**src/rtl/bootloader_download_sequencer_defines.svh**
```systemverilog
// Assertion macros shared by the download sequencer RTL.
// Depends on a clock named clk and an active-high reset named rst in the including scope.
`ifndef BOOTLOADER_DOWNLOAD_SEQUENCER_DEFINES_SVH
`define BOOTLOADER_DOWNLOAD_SEQUENCER_DEFINES_SVH

// Same-cycle implication, checked outside of reset.
`define BDS_ASSERT_NOW(lbl, ante, cons, msg) \
  lbl: assert property (@(posedge clk) disable iff (rst) (ante) |-> (cons)) else $error(msg);

// Next-cycle implication, checked outside of reset.
`define BDS_ASSERT_NEXT(lbl, ante, cons, msg) \
  lbl: assert property (@(posedge clk) disable iff (rst) (ante) |=> (cons)) else $error(msg);

`endif

```
**src/rtl/bds_pkg.sv**
```systemverilog
// Shared types and constants of the bootloader download sequencer.
// No dependencies; imported by every module of the block.
`default_nettype none

package bds_pkg;

  localparam int unsigned PAGE_BYTES = 128;

  // Frame length of a transfer request: service id plus one page of data.
  localparam logic [7:0] XFER_LEN  = 8'(PAGE_BYTES + 1);
  localparam logic [7:0] PAGE_LAST = 8'(PAGE_BYTES);
  localparam logic [15:0] PAGE_STEP = 16'(PAGE_BYTES);

  localparam logic [7:0] SID_SESSION     = 8'h10;
  localparam logic [7:0] SUB_PROGRAMMING = 8'h03;
  localparam logic [7:0] SID_DOWNLOAD    = 8'h34;
  localparam logic [7:0] SID_TRANSFER    = 8'h36;
  localparam logic [7:0] SID_EXIT        = 8'h37;
  localparam logic [7:0] SID_CRC         = 8'h31;
  localparam logic [7:0] RESP_NEG        = 8'h7F;
  localparam logic [7:0] RESP_OFFSET     = 8'h40;
  localparam logic [15:0] CRC_INIT       = 16'hFFFF;
  localparam logic [15:0] CRC_POLY       = 16'hA001;
  localparam logic [15:0] MAX_CODE_RESET = 16'h3800;

  typedef enum logic [4:0] {
    PH_SESSION = 5'b00001,
    PH_DLREQ   = 5'b00010,
    PH_XFER    = 5'b00100,
    PH_EXIT    = 5'b01000,
    PH_CRC     = 5'b10000
  } phase_t;

  typedef struct packed {
    logic       func;
    logic [7:0] rx_byte;
    logic       end_of_frame;
  } bds_req_t;

  typedef struct packed {
    logic       resp_valid;
    logic [7:0] resp_byte;
    logic       stage_valid;
    logic [6:0] stage_offset;
    logic [7:0] stage_byte;
    logic       commit_valid;
    logic [7:0] commit_page;
    logic       start_app;
  } bds_res_t;

  // Handshake control from the top level to the datapath modules.
  typedef struct packed {
    logic fire;
    logic emit;
  } bds_ctl_t;

endpackage

`default_nettype wire

```
**src/rtl/bds_crc.sv**
```systemverilog
// One-byte update of the reflected CRC-16 (polynomial 0xA001).
// Depends on bds_pkg for the polynomial.
`default_nettype none

module bds_crc
  import bds_pkg::*;
(
  input  logic [15:0] crc_in,
  input  logic [7:0]  data,
  output logic [15:0] crc_out
);

  always_comb begin
    logic [15:0] c;
    c = crc_in ^ {8'h00, data};
    for (int k = 0; k < 8; k++) begin
      if (c[0]) begin
        c = (c >> 1) ^ CRC_POLY;
      end else begin
        c = c >> 1;
      end
    end
    crc_out = c;
  end

endmodule

`default_nettype wire

```
**src/rtl/bds_in_reg.sv**
```systemverilog
// Input register of the download sequencer: holds one accepted request.
// Depends on bds_pkg for the request type.
`default_nettype none

module bds_in_reg
  import bds_pkg::*;
(
  input  logic     clk,
  input  logic     rst,
  input  logic     req_valid,
  output logic     req_ready,
  input  bds_req_t req,
  input  bds_ctl_t ctl,
  output logic     full,
  output bds_req_t item
);

  // The slot frees up in the same cycle that the core consumes it.
  assign req_ready = !full || ctl.fire;

  always_ff @(posedge clk) begin
    if (rst) begin
      full <= 1'b0;
    end else if (req_valid && req_ready) begin
      full <= 1'b1;
    end else if (ctl.fire) begin
      full <= 1'b0;
    end
  end

  always_ff @(posedge clk) begin
    if (req_valid && req_ready) begin
      item <= req;
    end
  end

endmodule

`default_nettype wire

```
**src/rtl/bds_out_reg.sv**
```systemverilog
// Result register of the download sequencer: holds one result until taken.
// Depends on bds_pkg for the result type.
`default_nettype none

module bds_out_reg
  import bds_pkg::*;
(
  input  logic     clk,
  input  logic     rst,
  input  bds_ctl_t ctl,
  input  bds_res_t result,
  output logic     res_valid,
  input  logic     res_ready,
  output bds_res_t res
);

  always_ff @(posedge clk) begin
    if (rst) begin
      res_valid <= 1'b0;
    end else if (ctl.fire && ctl.emit) begin
      res_valid <= 1'b1;
    end else if (res_ready) begin
      res_valid <= 1'b0;
    end
  end

  always_ff @(posedge clk) begin
    if (ctl.fire && ctl.emit) begin
      res <= result;
    end
  end

endmodule

`default_nettype wire

```
**src/rtl/bds_core.sv**
```systemverilog
// Sequencer state and the per-byte frame decode, staging and CRC update.
// Depends on bds_pkg and bds_crc.
`default_nettype none

module bds_core
  import bds_pkg::*;
(
  input  logic        clk,
  input  logic        rst,
  input  logic        code_limit_we,
  input  logic [15:0] code_limit_wdata,
  input  bds_ctl_t    ctl,
  input  bds_req_t    item,
  output bds_res_t    result,
  output logic        emit
);

  logic [15:0] code_limit;
  phase_t      phase, phase_next;
  logic [7:0]  frame_count, frame_count_next;
  logic [7:0]  service_id, service_id_next;
  logic [7:0]  first_arg, first_arg_next;
  logic [7:0]  second_arg, second_arg_next;
  logic [15:0] image_size, image_size_next;
  logic [15:0] bytes_done, bytes_done_next;
  logic [7:0]  page_number, page_number_next;
  logic [15:0] crc_committed, crc_committed_next;
  logic [15:0] crc_pending, crc_pending_next;

  logic [7:0]  sid_eff, first_eff, second_eff, fc_inc, pos_m1;
  logic [15:0] pending_base, crc_upd, bytes_sum, arg_word;
  logic        stage, ok;

  // Bytes 0..2 of a frame land in the id and argument registers; the decode
  // sees the byte being received as if it were already stored.
  assign sid_eff      = (frame_count == 8'd0) ? item.rx_byte : service_id;
  assign first_eff    = (frame_count == 8'd1) ? item.rx_byte : first_arg;
  assign second_eff   = (frame_count == 8'd2) ? item.rx_byte : second_arg;
  assign pending_base = (frame_count == 8'd0) ? crc_committed : crc_pending;
  assign fc_inc       = (frame_count == 8'hFF) ? 8'hFF : frame_count + 8'd1;
  assign pos_m1       = frame_count - 8'd1;
  assign bytes_sum    = bytes_done + PAGE_STEP;
  assign arg_word     = {first_eff, second_eff};
  assign stage        = (frame_count != 8'd0) && (frame_count <= PAGE_LAST) &&
                        (sid_eff == SID_TRANSFER) && (phase == PH_XFER);

  bds_crc u_crc (
    .crc_in  (pending_base),
    .data    (item.rx_byte),
    .crc_out (crc_upd)
  );

  always_comb begin
    phase_next         = phase;
    frame_count_next   = frame_count;
    service_id_next    = service_id;
    first_arg_next     = first_arg;
    second_arg_next    = second_arg;
    image_size_next    = image_size;
    bytes_done_next    = bytes_done;
    page_number_next   = page_number;
    crc_committed_next = crc_committed;
    crc_pending_next   = crc_pending;
    result             = '0;
    emit               = 1'b0;
    ok                 = 1'b0;

    if (item.func) begin
      // Reprogram request from the application: drop any partial frame.
      service_id_next   = SID_SESSION;
      frame_count_next  = 8'd0;
      phase_next        = PH_DLREQ;
      result.resp_valid = 1'b1;
      result.resp_byte  = SID_SESSION + RESP_OFFSET;
      emit              = 1'b1;
    end else begin
      service_id_next  = sid_eff;
      first_arg_next   = first_eff;
      second_arg_next  = second_eff;
      crc_pending_next = stage ? crc_upd : pending_base;
      frame_count_next = fc_inc;
      if (stage) begin
        result.stage_valid  = 1'b1;
        result.stage_offset = pos_m1[6:0];
        result.stage_byte   = item.rx_byte;
        emit                = 1'b1;
      end
      if (item.end_of_frame) begin
        frame_count_next = 8'd0;
        unique case (sid_eff)
          SID_SESSION: begin
            if (first_eff == SUB_PROGRAMMING && fc_inc == 8'd2 && phase == PH_SESSION) begin
              ok         = 1'b1;
              phase_next = PH_DLREQ;
            end
          end
          SID_DOWNLOAD: begin
            if (phase == PH_DLREQ && fc_inc == 8'd3) begin
              image_size_next = arg_word;
              if (arg_word < code_limit) begin
                ok                 = 1'b1;
                phase_next         = PH_XFER;
                bytes_done_next    = 16'd0;
                page_number_next   = 8'd0;
                crc_committed_next = CRC_INIT;
              end
            end
          end
          SID_TRANSFER: begin
            if (phase == PH_XFER && fc_inc == XFER_LEN) begin
              ok                  = 1'b1;
              result.commit_valid = 1'b1;
              result.commit_page  = page_number;
              page_number_next    = page_number + 8'd1;
              bytes_done_next     = bytes_sum;
              crc_committed_next  = crc_pending_next;
              if (bytes_sum == image_size) begin
                phase_next = PH_EXIT;
              end
            end
          end
          SID_EXIT: begin
            if (phase == PH_EXIT && fc_inc == 8'd1) begin
              ok         = 1'b1;
              phase_next = PH_CRC;
            end
          end
          SID_CRC: begin
            if (phase == PH_CRC && fc_inc == 8'd3 && arg_word == crc_committed) begin
              ok               = 1'b1;
              result.start_app = 1'b1;
            end
          end
          default: begin
            ok = 1'b0;
          end
        endcase
        if (sid_eff == SID_CRC || !ok) begin
          phase_next = PH_SESSION;
        end
        result.resp_valid = 1'b1;
        result.resp_byte  = ok ? sid_eff + RESP_OFFSET : RESP_NEG;
        emit              = 1'b1;
      end
    end
  end

  always_ff @(posedge clk) begin
    if (rst) begin
      code_limit    <= MAX_CODE_RESET;
      phase         <= PH_SESSION;
      frame_count   <= 8'd0;
      service_id    <= 8'd0;
      first_arg     <= 8'd0;
      second_arg    <= 8'd0;
      image_size    <= 16'd0;
      bytes_done    <= 16'd0;
      page_number   <= 8'd0;
      crc_committed <= CRC_INIT;
      crc_pending   <= CRC_INIT;
    end else begin
      if (code_limit_we) begin
        code_limit <= code_limit_wdata;
      end
      if (ctl.fire) begin
        phase         <= phase_next;
        frame_count   <= frame_count_next;
        service_id    <= service_id_next;
        first_arg     <= first_arg_next;
        second_arg    <= second_arg_next;
        image_size    <= image_size_next;
        bytes_done    <= bytes_done_next;
        page_number   <= page_number_next;
        crc_committed <= crc_committed_next;
        crc_pending   <= crc_pending_next;
      end
    end
  end

endmodule

`default_nettype wire

```
**src/rtl/bootloader_download_sequencer.sv**
```systemverilog
// Top level of the bootloader download sequencer.
// Depends on bds_pkg, bds_in_reg, bds_core, bds_out_reg and the assertion macro header.
//
// The block takes one request byte per cycle while its results are taken
// without stall, and stalls while a result waits untaken: a request sits
// in the input register until the core consumes it, the core decodes it
// and updates the sequencer state in that same cycle, and any response,
// staging or commit result is written to the result register at the next
// clock edge, where it is held until taken. The input register is released
// in the cycle the core consumes it, so a new request is accepted even
// while a finished result still waits in the result register, as long as
// that result is being taken in the same cycle. A request causes at most
// one result; bytes in the middle of a frame that are not staged cause none.
// The code_limit register is written whenever its write enable is high
// and should only be changed while no request is in flight.
`default_nettype none
`include "bootloader_download_sequencer_defines.svh"

module bootloader_download_sequencer
  import bds_pkg::*;
(
  input  logic        clk,
  input  logic        rst,
  input  logic        code_limit_we,
  input  logic [15:0] code_limit_wdata,
  input  logic        req_valid,
  output logic        req_ready,
  input  bds_req_t    req,
  output logic        res_valid,
  input  logic        res_ready,
  output bds_res_t    res
);

  logic     full;
  logic     emit;
  bds_req_t item;
  bds_res_t result;
  bds_ctl_t ctl;
  logic     xfer_ack;
  logic     crc_ack;

  // The core works on the held request whenever the result register is
  // free or is being emptied in this cycle.
  assign ctl.fire = full && (!res_valid || res_ready);
  assign ctl.emit = emit;

  // Positive responses to a transfer and to a CRC check, for the checks below.
  assign xfer_ack = res.resp_valid && (res.resp_byte == SID_TRANSFER + RESP_OFFSET);
  assign crc_ack  = res.resp_valid && (res.resp_byte == SID_CRC + RESP_OFFSET);

  bds_in_reg u_in_reg (
    .clk       (clk),
    .rst       (rst),
    .req_valid (req_valid),
    .req_ready (req_ready),
    .req       (req),
    .ctl       (ctl),
    .full      (full),
    .item      (item)
  );

  bds_core u_core (
    .clk              (clk),
    .rst              (rst),
    .code_limit_we    (code_limit_we),
    .code_limit_wdata (code_limit_wdata),
    .ctl              (ctl),
    .item             (item),
    .result           (result),
    .emit             (emit)
  );

  bds_out_reg u_out_reg (
    .clk       (clk),
    .rst       (rst),
    .ctl       (ctl),
    .result    (result),
    .res_valid (res_valid),
    .res_ready (res_ready),
    .res       (res)
  );

  // A request that the core consumes with a result must show up next cycle.
  `BDS_ASSERT_NEXT(a_emit_lands, ctl.fire && ctl.emit, res_valid, "emitted result was lost")
  // A page commit always comes with the positive transfer response.
  `BDS_ASSERT_NOW(a_commit_resp, res_valid && res.commit_valid, xfer_ack, "commit without ack")
  // Starting the application only follows a positive CRC check response.
  `BDS_ASSERT_NOW(a_start_resp, res_valid && res.start_app, crc_ack, "start_app without CRC ack")
  // Every result carries at least a response or a staged byte.
  `BDS_ASSERT_NOW(a_res_nonempty, res_valid, res.resp_valid || res.stage_valid, "empty result")

endmodule

`default_nettype wire
```
**config.mk**
```make
export PLATFORM = sky130hd
export DESIGN_NAME = bootloader_download_sequencer
export DESIGN_NICKNAME = d
export VERILOG_FILES = /design/src/rtl/bds_pkg.sv /design/src/rtl/bds_crc.sv /design/src/rtl/bds_in_reg.sv /design/src/rtl/bds_out_reg.sv /design/src/rtl/bds_core.sv /design/src/rtl/bootloader_download_sequencer.sv
export VERILOG_INCLUDE_DIRS = /design/src /design/src/rtl
export SDC_FILE = /design/constraint.sdc
export NUM_CORES = 1
export LEC_CHECK = 0
export BUFFER_PORTS_ARGS = -buffer_cell sky130_fd_sc_hd__buf_2
export CAP_MARGIN = 20
export CORE_UTILIZATION = 31
export DETAILED_ROUTE_END_ITERATION = 8
export REMOVE_ABC_BUFFERS = 1
export SETUP_SLACK_MARGIN = 0.2
export SYNTH_ARGS = -nofsm -noshare
export SYNTH_HDL_FRONTEND = slang
export SYNTH_SLANG_ARGS = --single-unit
```
**constraint.sdc**
```tcl
create_clock -name clk -period 5.3 [get_ports clk]
set_clock_uncertainty 0.15 [all_clocks]
set_input_delay 1.06 -clock clk [delete_from_list [all_inputs] [get_ports clk]]
set_output_delay 1.06 -clock clk [all_outputs]
set_load 0.01 [all_outputs]
```
Yosys cells after proc, flatten, opt, wreduce, memory -nomap -nowiden. Index checks and enable logic that the tools add are counted.

Input port bits: 31. Output and inout bits: 37. Logic and storage cells: 173. Register bits after elaboration: 172.

Reductions and logical operators: 36. Equality and inequality tests: 29. $add $sub $neg: 5. Mux-type cells: 59. Order comparisons: 2. Bitwise operators: 16.

Operators by type and width (count): 16-bit two-way mux (17); 8-bit two-way mux (11); 16-bit case mux with 2 select lines (2); 5-bit two-way mux (9); 16-bit equality test (2); 8-bit by 2-bit equality test with 1-bit output (second input constant) (4); 8-bit by 6-bit equality test with 1-bit output (second input constant) (4); 2-bit NOT with 3-bit output (8); 5-bit case mux with 4 select lines (1); 9-bit two-way mux (2); 16-bit by 8-bit adder with 16-bit output (second input constant) (1); 8-bit by 1-bit adder with 8-bit output (second input constant) (2); 8-bit by 1-bit equality test with 1-bit output (second input constant) (2); 8-bit equality test (second input constant) (2); 16-bit less-than comparator (1); 4-bit by 2-bit inequality test with 1-bit output (second input constant) (4); 8-bit case mux with 2 select lines (1); 16-bit by 8-bit bitwise XOR with 16-bit output (1); 1-bit two-way mux (15); 1-bit logical AND (13); 9-bit AND reduction (1); 3-bit OR reduction (3); 8-bit by 7-bit adder with 8-bit output (second input constant) (1); 8-bit by 5-bit equality test with 1-bit output (second input constant) (1); 23 further kinds (39).

Longest topological paths before layout. Gate-level depths: netlist of run 1.

Depth in word-level cells: 22. Mapped depth: 19. Depth with buffers taken out: 16.

Modules after synthesis. From an unflattened synthesis of run 1, not the netlist that was laid out.

Cells, all modules: 1042. Area, all modules: 9103.7 sq um.

By module, submodules not included: bds_core (cells an instance 956, instances 1, area an instance 7359.6 sq um, sequential area each 2362.3 sq um); bds_out_reg (cells an instance 40, instances 1, area an instance 1093.5 sq um, sequential area each 1071.0 sq um); bds_in_reg (cells an instance 15, instances 1, area an instance 355.3 sq um, sequential area each 320.3 sq um); bds_crc (cells an instance 29, instances 1, area an instance 284.0 sq um, sequential area each 0.0 sq um); bootloader_download_sequencer (cells an instance 2, instances 1, area an instance 11.3 sq um, sequential area each 0.0 sq um).

Worst setup path after synthesis of run 1. OpenSTA, ideal clock, no wires.

Path kind: register to register. Start point: register u_core.frame_count[0]. End point: register u_out_reg.res[0] (netlist name). Stages on the path, launching flop included: 18. Required time: 4.760 ns. Clock period less this slack: 5.223 ns. Arrival: 4.684 ns. Slack: 0.077 ns. Path buffers: 4. Setup time: 0.390 ns. Path through: dfxtp_1 clkbuf_1 inv_1 ha_1 or3b_2 buf_2 nor2_2 clkbuf_1 mux2i_1 ha_1 and4b_1 nand2_1 o32ai_1 nand2_1 nor2_1 buf_2 o21ai_0 inv_1.

Cells in the longest elaborated chain, start to end: 9. Elaborated cells on any way between the ends: 12. Those cells by class: 1 x order compare; 1 x eq/ne; 4 x mux; 6 x reduce/logical.

Ends and longest elaborated chain: start, declared (RTL line bds_core.sv:20) `logic [7:0] frame_count, frame_count_next;`; start signal, assigned (RTL line bds_core.sv:167) `frame_count <= frame_count_next;`; 8-bit zero test (RTL line bds_core.sv:36) `assign sid_eff = (frame_count == 8'd0) ? item.rx_byte : service_id;`; 8-bit two-way mux (RTL line bds_core.sv:36); 8-bit by 6-bit equality test with 1-bit output (RTL line bds_core.sv:45) `(sid_eff == SID_TRANSFER) && (phase == PH_XFER);`; 1-bit logical AND * (RTL line bds_core.sv:44) `assign stage = (frame_count != 8'd0) && (frame_count <= PAGE_LAST) &&`; 1-bit logical AND * (RTL line bds_core.sv:45); 1-bit two-way mux * (RTL line bds_core.sv:82) `if (stage) begin`; 1-bit two-way mux * (RTL line bds_core.sv:88) `if (item.end_of_frame) begin`; 1-bit two-way mux * (RTL line bds_core.sv:68) `if (item.func) begin`; 1-bit logical AND * (RTL line bds_out_reg.sv:28) `if (ctl.fire && ctl.emit) begin`.

Every way passes the cells marked *; elsewhere a longest branch is shown, timed or not. A chain may end at the register's enable or synchronous reset.

Worst setup path after layout of run 1.
Start point: register u_core.frame_count[2]. End point: register u_core.page_number[7].

Elaborated cells on any way between the ends: 22. Those cells by class: 1 x add/sub; 1 x order compare; 10 x eq/ne; 5 x mux; 5 x reduce/logical.

RTL lines: 8-bit by 2-bit equality test with 1-bit output (RTL line bds_core.sv:38) `assign second_eff = (frame_count == 8'd2) ? item.rx_byte : second_arg;`; 8-bit two-way mux (RTL line bds_core.sv:38); net u_core.second_eff[5] (RTL line bds_core.sv:30) `logic [7:0] sid_eff, first_eff, second_eff, fc_inc, pos_m1;`; 16-bit less-than comparator (RTL line bds_core.sv:100) `if (arg_word < code_limit) begin`; 2-bit by 1-bit inequality test with 1-bit output (no line); 7-bit AND reduction (no line); end signal, assigned (RTL line bds_core.sv:173) `page_number <= page_number_next;`; end, declared (RTL line bds_core.sv:26) `logic [7:0] page_number, page_number_next;`.

The timed path passes the listed nets, and every way through them passes these cells.

==> impl_metrics.tcl, run 1 <==
set metrics [dict create \
    outcome "completed" \
    placedInstanceArea_sq_um 9629 \
    max_cap_viol_count 0 \
    ys_top_cells_by_area "dfxtp_1, edfxtp_1, nor2_1" \
    antenna_left 0 \
    fin_area_sq_um 10210 \
    finalPower_mw 2.865 \
    gp_congestion 0.9295 \
    ys_seq_elements 165 \
    slew_viol_final 0 \
    port_buffers 67 \
    grt_max_degree 41 \
    antenna_found_initial 0 \
    viasPerCell 5.140 \
    num_rows 61 \
    critPathMaxFanout 16 \
    postCtsSetupRepairBufs 0 \
    period_share 0.9114 \
    power.static_leakage_nw 4.263 \
    nets 1118 \
    cp.required_ns 5.48 \
    hold_class "reg2reg" \
    start_util 0.3170 \
    clkLatencyLatePin_ns 0.43 \
    tns_ns 0 \
    worstPathArrival_ns 5.01 \
    synth.most_common_cell "dfxtp_1" \
    reg2reg_depth 15 \
    cts_tree "built" \
    ys_async_sr_fraction 0 \
    clk_pin_slew_ns 0.07 \
    p_per_area_nw_per_um2 280.5 \
    hold_viol 0 \
    seq_area_frac_synth 0.4238 \
    grt_use_total 0.1736 \
    worst_setup_path_end_kind "flop" \
    post_drt_wl_per_cell_um 16.73 \
    die_h_um 171.0 \
    hold_buffers 0 \
    grt_overflow 0 \
    netlist.area_leader.share 0.2713 \
    clk_path_buf_depth 2 \
    r2r-end "u_core.page_number[7]" \
    holdWs_ns 0.3245 \
    avgSynthCellArea_sq_um 8.734 \
    maxSlewHeadroom 0.3000 \
    die_w_um 171.0 \
    hpwl_mm 17.76 \
    numCtsBuffers 17 \
    yosysUniqueCellTypes 74 \
    yosysTopAreaCell "dfxtp_1" \
    fin_util 0.3657 \
    reg2reg_slack_ns 0.47 \
    h-tree-depth 4 \
    ios 68 \
    drive_gt1_frac 0.1393 \
    crit_path_end "u_core.page_number[7]" \
    drt-total-wl_mm 24.34 \
    syn_to_final_growth_pct 15.34 \
    fmax_mhz 207.0 \
    cts_sinks 165 \
    fin_crit_ns 4.831 \
    worstSetupStartpointType "flop" \
    vias 7478 \
    timing.rr.start "u_core.frame_count[2]" \
    yosys-top-cells-count "dfxtp_1, nor2_1, nand2_1, inv_1, a21oi_1" \
    finalSetupViolCount 0 \
    grt_first_pass_wirelength_mm 39.06 \
    rsz0062_at_grt "false" \
    startpoint "u_core.frame_count[2]" \
    netlist_instances 1014 \
    vdd_drop_max_uv 219.4 \
    die_area_sq_um 29250 \
    ys.flop_type "dfxtp_1" \
    yosysWarnings 0 \
    core_sq_um 27930 \
    critical_path_class "reg2reg" \
    diodes 0 \
    drc 0 \
    synth_edf_count 45 \
    grt_pass1_vias 6944 \
    synth_area_sq_um 8856 \
    drt-initial-drc-count 571 \
    cts_root_buffer "clkbuf_16" \
    worst_pin_slew_ns 1.041 \
    first_pass_iters 6 \
]
[logic make-up (layout without fill, tap and decap cells)]
group	Yosys count	count (layout)	share of synthesized area
mux	43	43	0.04987
buf+inv	125	188	0.05779
simple gates	394	394	0.2217
fa+ha+maj	23	23	0.03250
xor+xnor	45	45	0.04846
flops	165	165	0.4238
compound gates	219	219	0.1659
[cell usage in the layout (no fill, tap or decap), drive strengths merged, types with 25 or more instances in the layout]
master  instances
a211oi         26
a21oi          59
buf            95
clkbuf         26
dfxtp         120
edfxtp         45
inv            62
mux2i          37
nand2         107
nor2          121
nor3           25
o211ai         37
o21ai          36
[state kept, by name (all words and copies together), names as in the netlist]
register / cells
u_out_reg.res: 35
u_core.code_limit: 16
u_core.crc_committed: 16
u_core.crc_pending: 16
u_core.image_size: 16
u_in_reg.item: 10
u_core.bytes_done: 9
u_core.first_arg: 8
u_core.frame_count: 8
u_core.page_number: 8
u_core.second_arg: 8
u_core.service_id: 8
u_core.phase: 5
u_in_reg.full: 1
u_out_reg.res_valid: 1
[worst min path at each step]
stage	slack, ns	start	depth (start not counted)	endpoint
3_5_place_dp	0.32	u_core.crc_pending[15]	2	u_core.crc_pending[15]
6_report	0.32	u_core.crc_pending[15]	2	u_core.crc_pending[15]
4_1_cts	0.33	u_core.crc_pending[15]	2	u_core.crc_pending[15]
2_1_floorplan	0.28	u_core.crc_pending[15]	2	u_core.crc_pending[15]
3_3_place_gp	0.31	u_core.crc_pending[15]	2	u_core.crc_pending[15]
5_1_grt	0.35	u_core.service_id[4]	2	u_core.service_id[4]
[repair_timing]
item | CTS | global route
endpoints found under the setup margin | 0 | 2
gates resized for setup | 0 | 1
hold endpoints to repair | 0 | 0
[critical path, stage by stage (launching register included)]
cell and delay [ns]:
dfxtp_1 0.43, or4_4 0.71, nor3_2 0.28, nand2_2 0.24, mux2i_1 0.39, inv_1 0.08
ha_1 0.30, a21o_1 0.16, a21o_1 0.17, a211oi_1 0.27, o21a_1 0.23, o2111ai_1 0.19
a211o_2 0.55, nor4_2 0.31, xor2_1 0.09, and2_1 0.16
[metrics by stage]
| step | cells | setup slack [ns] |
|---|---|---|
| floorplan | 950 | 0.04924 |
| global placement | 1423 | 0.6026 |
| detailed placement | 1423 | 0.5255 |
| CTS | 1455 | 0.5130 |
| global route | 1455 | 0.2092 |
| finish | 1455 | 0.4694 |
[routing by layer]
| metal | vias up | global-route usage | wire [um] |
|---|---|---|---|
| li1 | 3706 | - | - |
| met1 | 3477 | 0.2335 | 11090 |
| met2 | 258 | 0.2794 | 11400 |
| met3 | 37 | 0.03100 | 1325 |
| met4 | 0 | 0.05668 | 529 |
| met5 | - | 0 | 0 |
[final cells by class]
type                       count  area, sq um
inverter                      61        229.0
timing repair buffer          95        583.1
fill                        2837        17720
tap                          378        473.0
clock buffer                  26        514.2
multi-input combinational    724         4594
clock inverter                 6        67.56
sequential                   165         3754
[where the power goes]
group	internal, mW	switching, mW
Combinational	0.116	0.160
Clock	0.721	0.500
Sequential	1.33	0.0364
No activity file was read; power rests on OpenSTA's default activity.
==> run 2: changes to the inputs <==
--- a/config.mk
+++ b/config.mk
@@ -14,4 +14,5 @@
 export SETUP_SLACK_MARGIN = 0.2
 export SYNTH_ARGS = -nofsm -noshare
 export SYNTH_HDL_FRONTEND = slang
+export SYNTH_HIERARCHICAL = 1
 export SYNTH_SLANG_ARGS = --single-unit
==> run 2 against run 1 <==
Maximum frequency rose by 0.98%. Count of clock-buffer cells in the layout decreased by 9. Register-to-register slack improved by 0.05 ns. Sequential share of layout area down 0.80 points. Critical path depth is the same. Setup slack improved by 0.047 ns. Final area increased by 2.2%. Critical endpoint is now u_core/crc_committed[12].
==> impl_metrics.tcl, run 2 <==
set metrics [dict create \
    outcome "completed" \
    timing.rr.start "u_core/frame_count[1]" \
    yosysTopAreaCell "dfxtp_1" \
    power.static_leakage_nw 4.425 \
    num_rows 62 \
    synth.most_common_cell "nor2_1" \
    holdCritStartpoint "u_core/crc_pending[12]" \
    drt-initial-drc-count 739 \
    largest_reg_flops 35 \
    maxSlewHeadroom 0.3766 \
    diodes 0 \
    die_h_um 173.4 \
    drt-total-wl_mm 27.18 \
    port_buffers 67 \
    vias 7962 \
    yosysWarnings 6 \
    ys_top_cells_by_area "dfxtp_1, edfxtp_1, mux2i_1" \
    yosysUniqueCellTypes 74 \
    reg2reg_depth 15 \
    hold_class "reg2reg" \
    power.share.switching 0.2867 \
    antenna_found_initial 0 \
    final_cell_mix "nor2_1, dfxtp_1, nand2_1" \
    internal-power_mw 2.105 \
    finalPower_mw 2.952 \
    numCtsBuffers 17 \
    slew_viol_final 0 \
    clkPwrFrac 0.417 \
    ios 68 \
    netlist_instances 1042 \
    hpwl_mm 19.88 \
    worstHoldEndpoint "u_core/crc_pending[12]" \
    p_seq_frac 0.469 \
    avgSynthCellArea_sq_um 8.737 \
    netlist.area_leader.share 0.2639 \
    fillCellCount 2922 \
    synth_edf_count 45 \
    first_pass_iters 6 \
    post_drt_wl_per_cell_um 18.27 \
    core_sq_um 28780 \
    worstPathArrival_ns 4.95 \
    yosys-top-cells-count "nor2_1, dfxtp_1, nand2_1, inv_1, mux2i_1" \
    hold_viol 0 \
    die_w_um 173.4 \
    cts_resized 0 \
    worstSetupStartpointType "flop" \
    seq_area_frac_synth 0.4123 \
    drive_gt1_frac 0.1422 \
    registers.top_by_ff_count "u_out_reg/res" \
    ys_async_sr_fraction 0 \
    grt_use_total 0.1848 \
    layout_commonest_cell "nor2_1" \
    critPathMaxFanout 34 \
    holdPathStages 2 \
    place_inst 1456 \
    clk_path_buf_depth 2 \
    grt_first_pass_wirelength_mm 43.18 \
    h-tree-depth 4 \
    rsz0062_at_grt "false" \
    fin_area_sq_um 10440 \
    setup_slack_ns 0.5162 \
    dpl_worst_slack_ns 0.4322 \
    grt_overflow 0 \
    syn_to_final_growth_pct 14.71 \
    clk_pin_slew_ns 0.07 \
    finalSetupViolCount 0 \
    worst_pin_slew_ns 0.9351 \
    switchingPower_mw 0.8462 \
    placedInstanceArea_sq_um 9851 \
    ys.flop_type "dfxtp_1" \
    fmax_mhz 209.0 \
    p_per_area_nw_per_um2 282.6 \
    vdd_drop_max_uv 227.8 \
    layout.cells.non_filler 1488 \
    cts_root_buffer "clkbuf_16" \
    gp_congestion 0.9498 \
    combPwrFrac 0.115 \
    worst_setup_path_end_kind "flop" \
    cp.required_ns 5.46 \
    synth_area_sq_um 9104 \
    viasPerCell 5.351 \
    seq_area_sq_um 3754 \
    die_area_sq_um 30060 \
    start_util 0.3163 \
    max_cap_viol_count 0 \
    grt_max_degree 69 \
    r2r-end "u_core/crc_committed[12]" \
    reg2reg_slack_ns 0.52 \
    cts_sinks 165 \
    nets 1145 \
    grt_pass1_vias 7578 \
    period_share 0.9026 \
    ys_seq_elements 165 \
    critical_path_class "reg2reg" \
    cts_tree "built" \
    fin_crit_ns 4.784 \
    drc 0 \
    clkLatencyLatePin_ns 0.44 \
    multi_input_area_sq_um 4857 \
    antenna_left 0 \
    postCtsSetupRepairBufs 0 \
    hold_buffers 0 \
]
[run 2: changes by cell type after synthesis, moves of 6 or more]
cell      delta
mux2i_1     +15
nand3_1      +7
inv_1        -8
nor3b_1      +6
nor2b_1      -8
nor4b_1      +6
nor2_1      +16
a21oi_1     -14
and2_1       -6
nand2_1      +9
a211oi_1    -11
mux2_2       -6
a22oi_1      -8
xnor2_1     +19
[run 2: final cells by class]
cell class                      count  area share
Timing Repair Buffer               96     0.05416
Sequential cell                   165      0.3595
Clock inverter                     15     0.01546
Multi-Input combinational cell    758      0.4651
Inverter                           53     0.01905
Clock buffer                       17     0.04074
Tap cell                          384     0.04601
[run 2: critical path, stage by stage, from the launching register on]
cell	delay, ns
dfxtp_1	0.49
ha_1	0.34
or3b_2	0.54
nor2_2	0.29
mux2i_1	0.45
inv_1	0.09
ha_1	0.32
a21oi_1	0.14
a21boi_0	0.09
o31ai_1	0.43
nand4_1	0.28
o21a_4	0.37
nand2b_1	0.24
buf_12	0.22
nand2_1	0.09
o211ai_1	0.08
[run 2: metal layers]
layer	GRT usage	vias up	wire length, um
li1	-	3814	-
met1	0.2445	3790	12110
met2	0.2890	297	12410
met3	0.03136	61	1572
met4	0.09513	0	1093
met5	0	-	0
[run 2: cells by family (layout without fill, tap and decap cells)]
family,count (synthesis),count (layout),synth area share
AO/OA/AOI/OAI,184,184,0.1384
XOR/XNOR,65,65,0.06652
adder cells (fa/ha/maj),23,23,0.03161
buffers and inverters,119,181,0.05470
flip-flops,165,165,0.4123
multiplexers,52,52,0.05772
AND/OR/NAND/NOR,434,434,0.2387
[run 2: how the worst max path moves through the flow]
stage | to | slack [ns] | from | depth (start not counted)
5_1_grt | u_core/crc_committed[12] | 0.23 | u_core/frame_count[1] | 15
4_1_cts | u_core/crc_committed[0] | 0.39 | u_core/frame_count[1] | 15
2_1_floorplan | u_out_reg/res[0] | -0.37 | u_core/frame_count[0] | 13
3_3_place_gp | u_core/bytes_done[7] | 0.44 | u_core/frame_count[1] | 15
6_report | u_core/crc_committed[12] | 0.52 | u_core/frame_count[1] | 15
3_5_place_dp | u_core/crc_committed[10] | 0.43 | u_core/frame_count[1] | 15
[run 2: power groups by stage]
stage	clock network (mW)	logic [mW]	registers [mW]
after floorplan	0	0.206	1.41
after global placement	0	0.333	1.41
after detailed placement	0	0.335	1.41
after CTS	1.26	0.338	1.38
after global routing	1.31	0.371	1.39
final	1.23	0.338	1.38
[run 2: through the flow]
stage,util,setup TNS [ns],hold slack [ns]
after floorplan,-,-13.10,0.2992
after global placement,0.3423,0,0.3154
after detailed placement,0.3423,0,0.3219
after CTS,0.3627,0,0.3408
after global routing,0.3628,0,0.3513
final,0.3628,0,0.3375
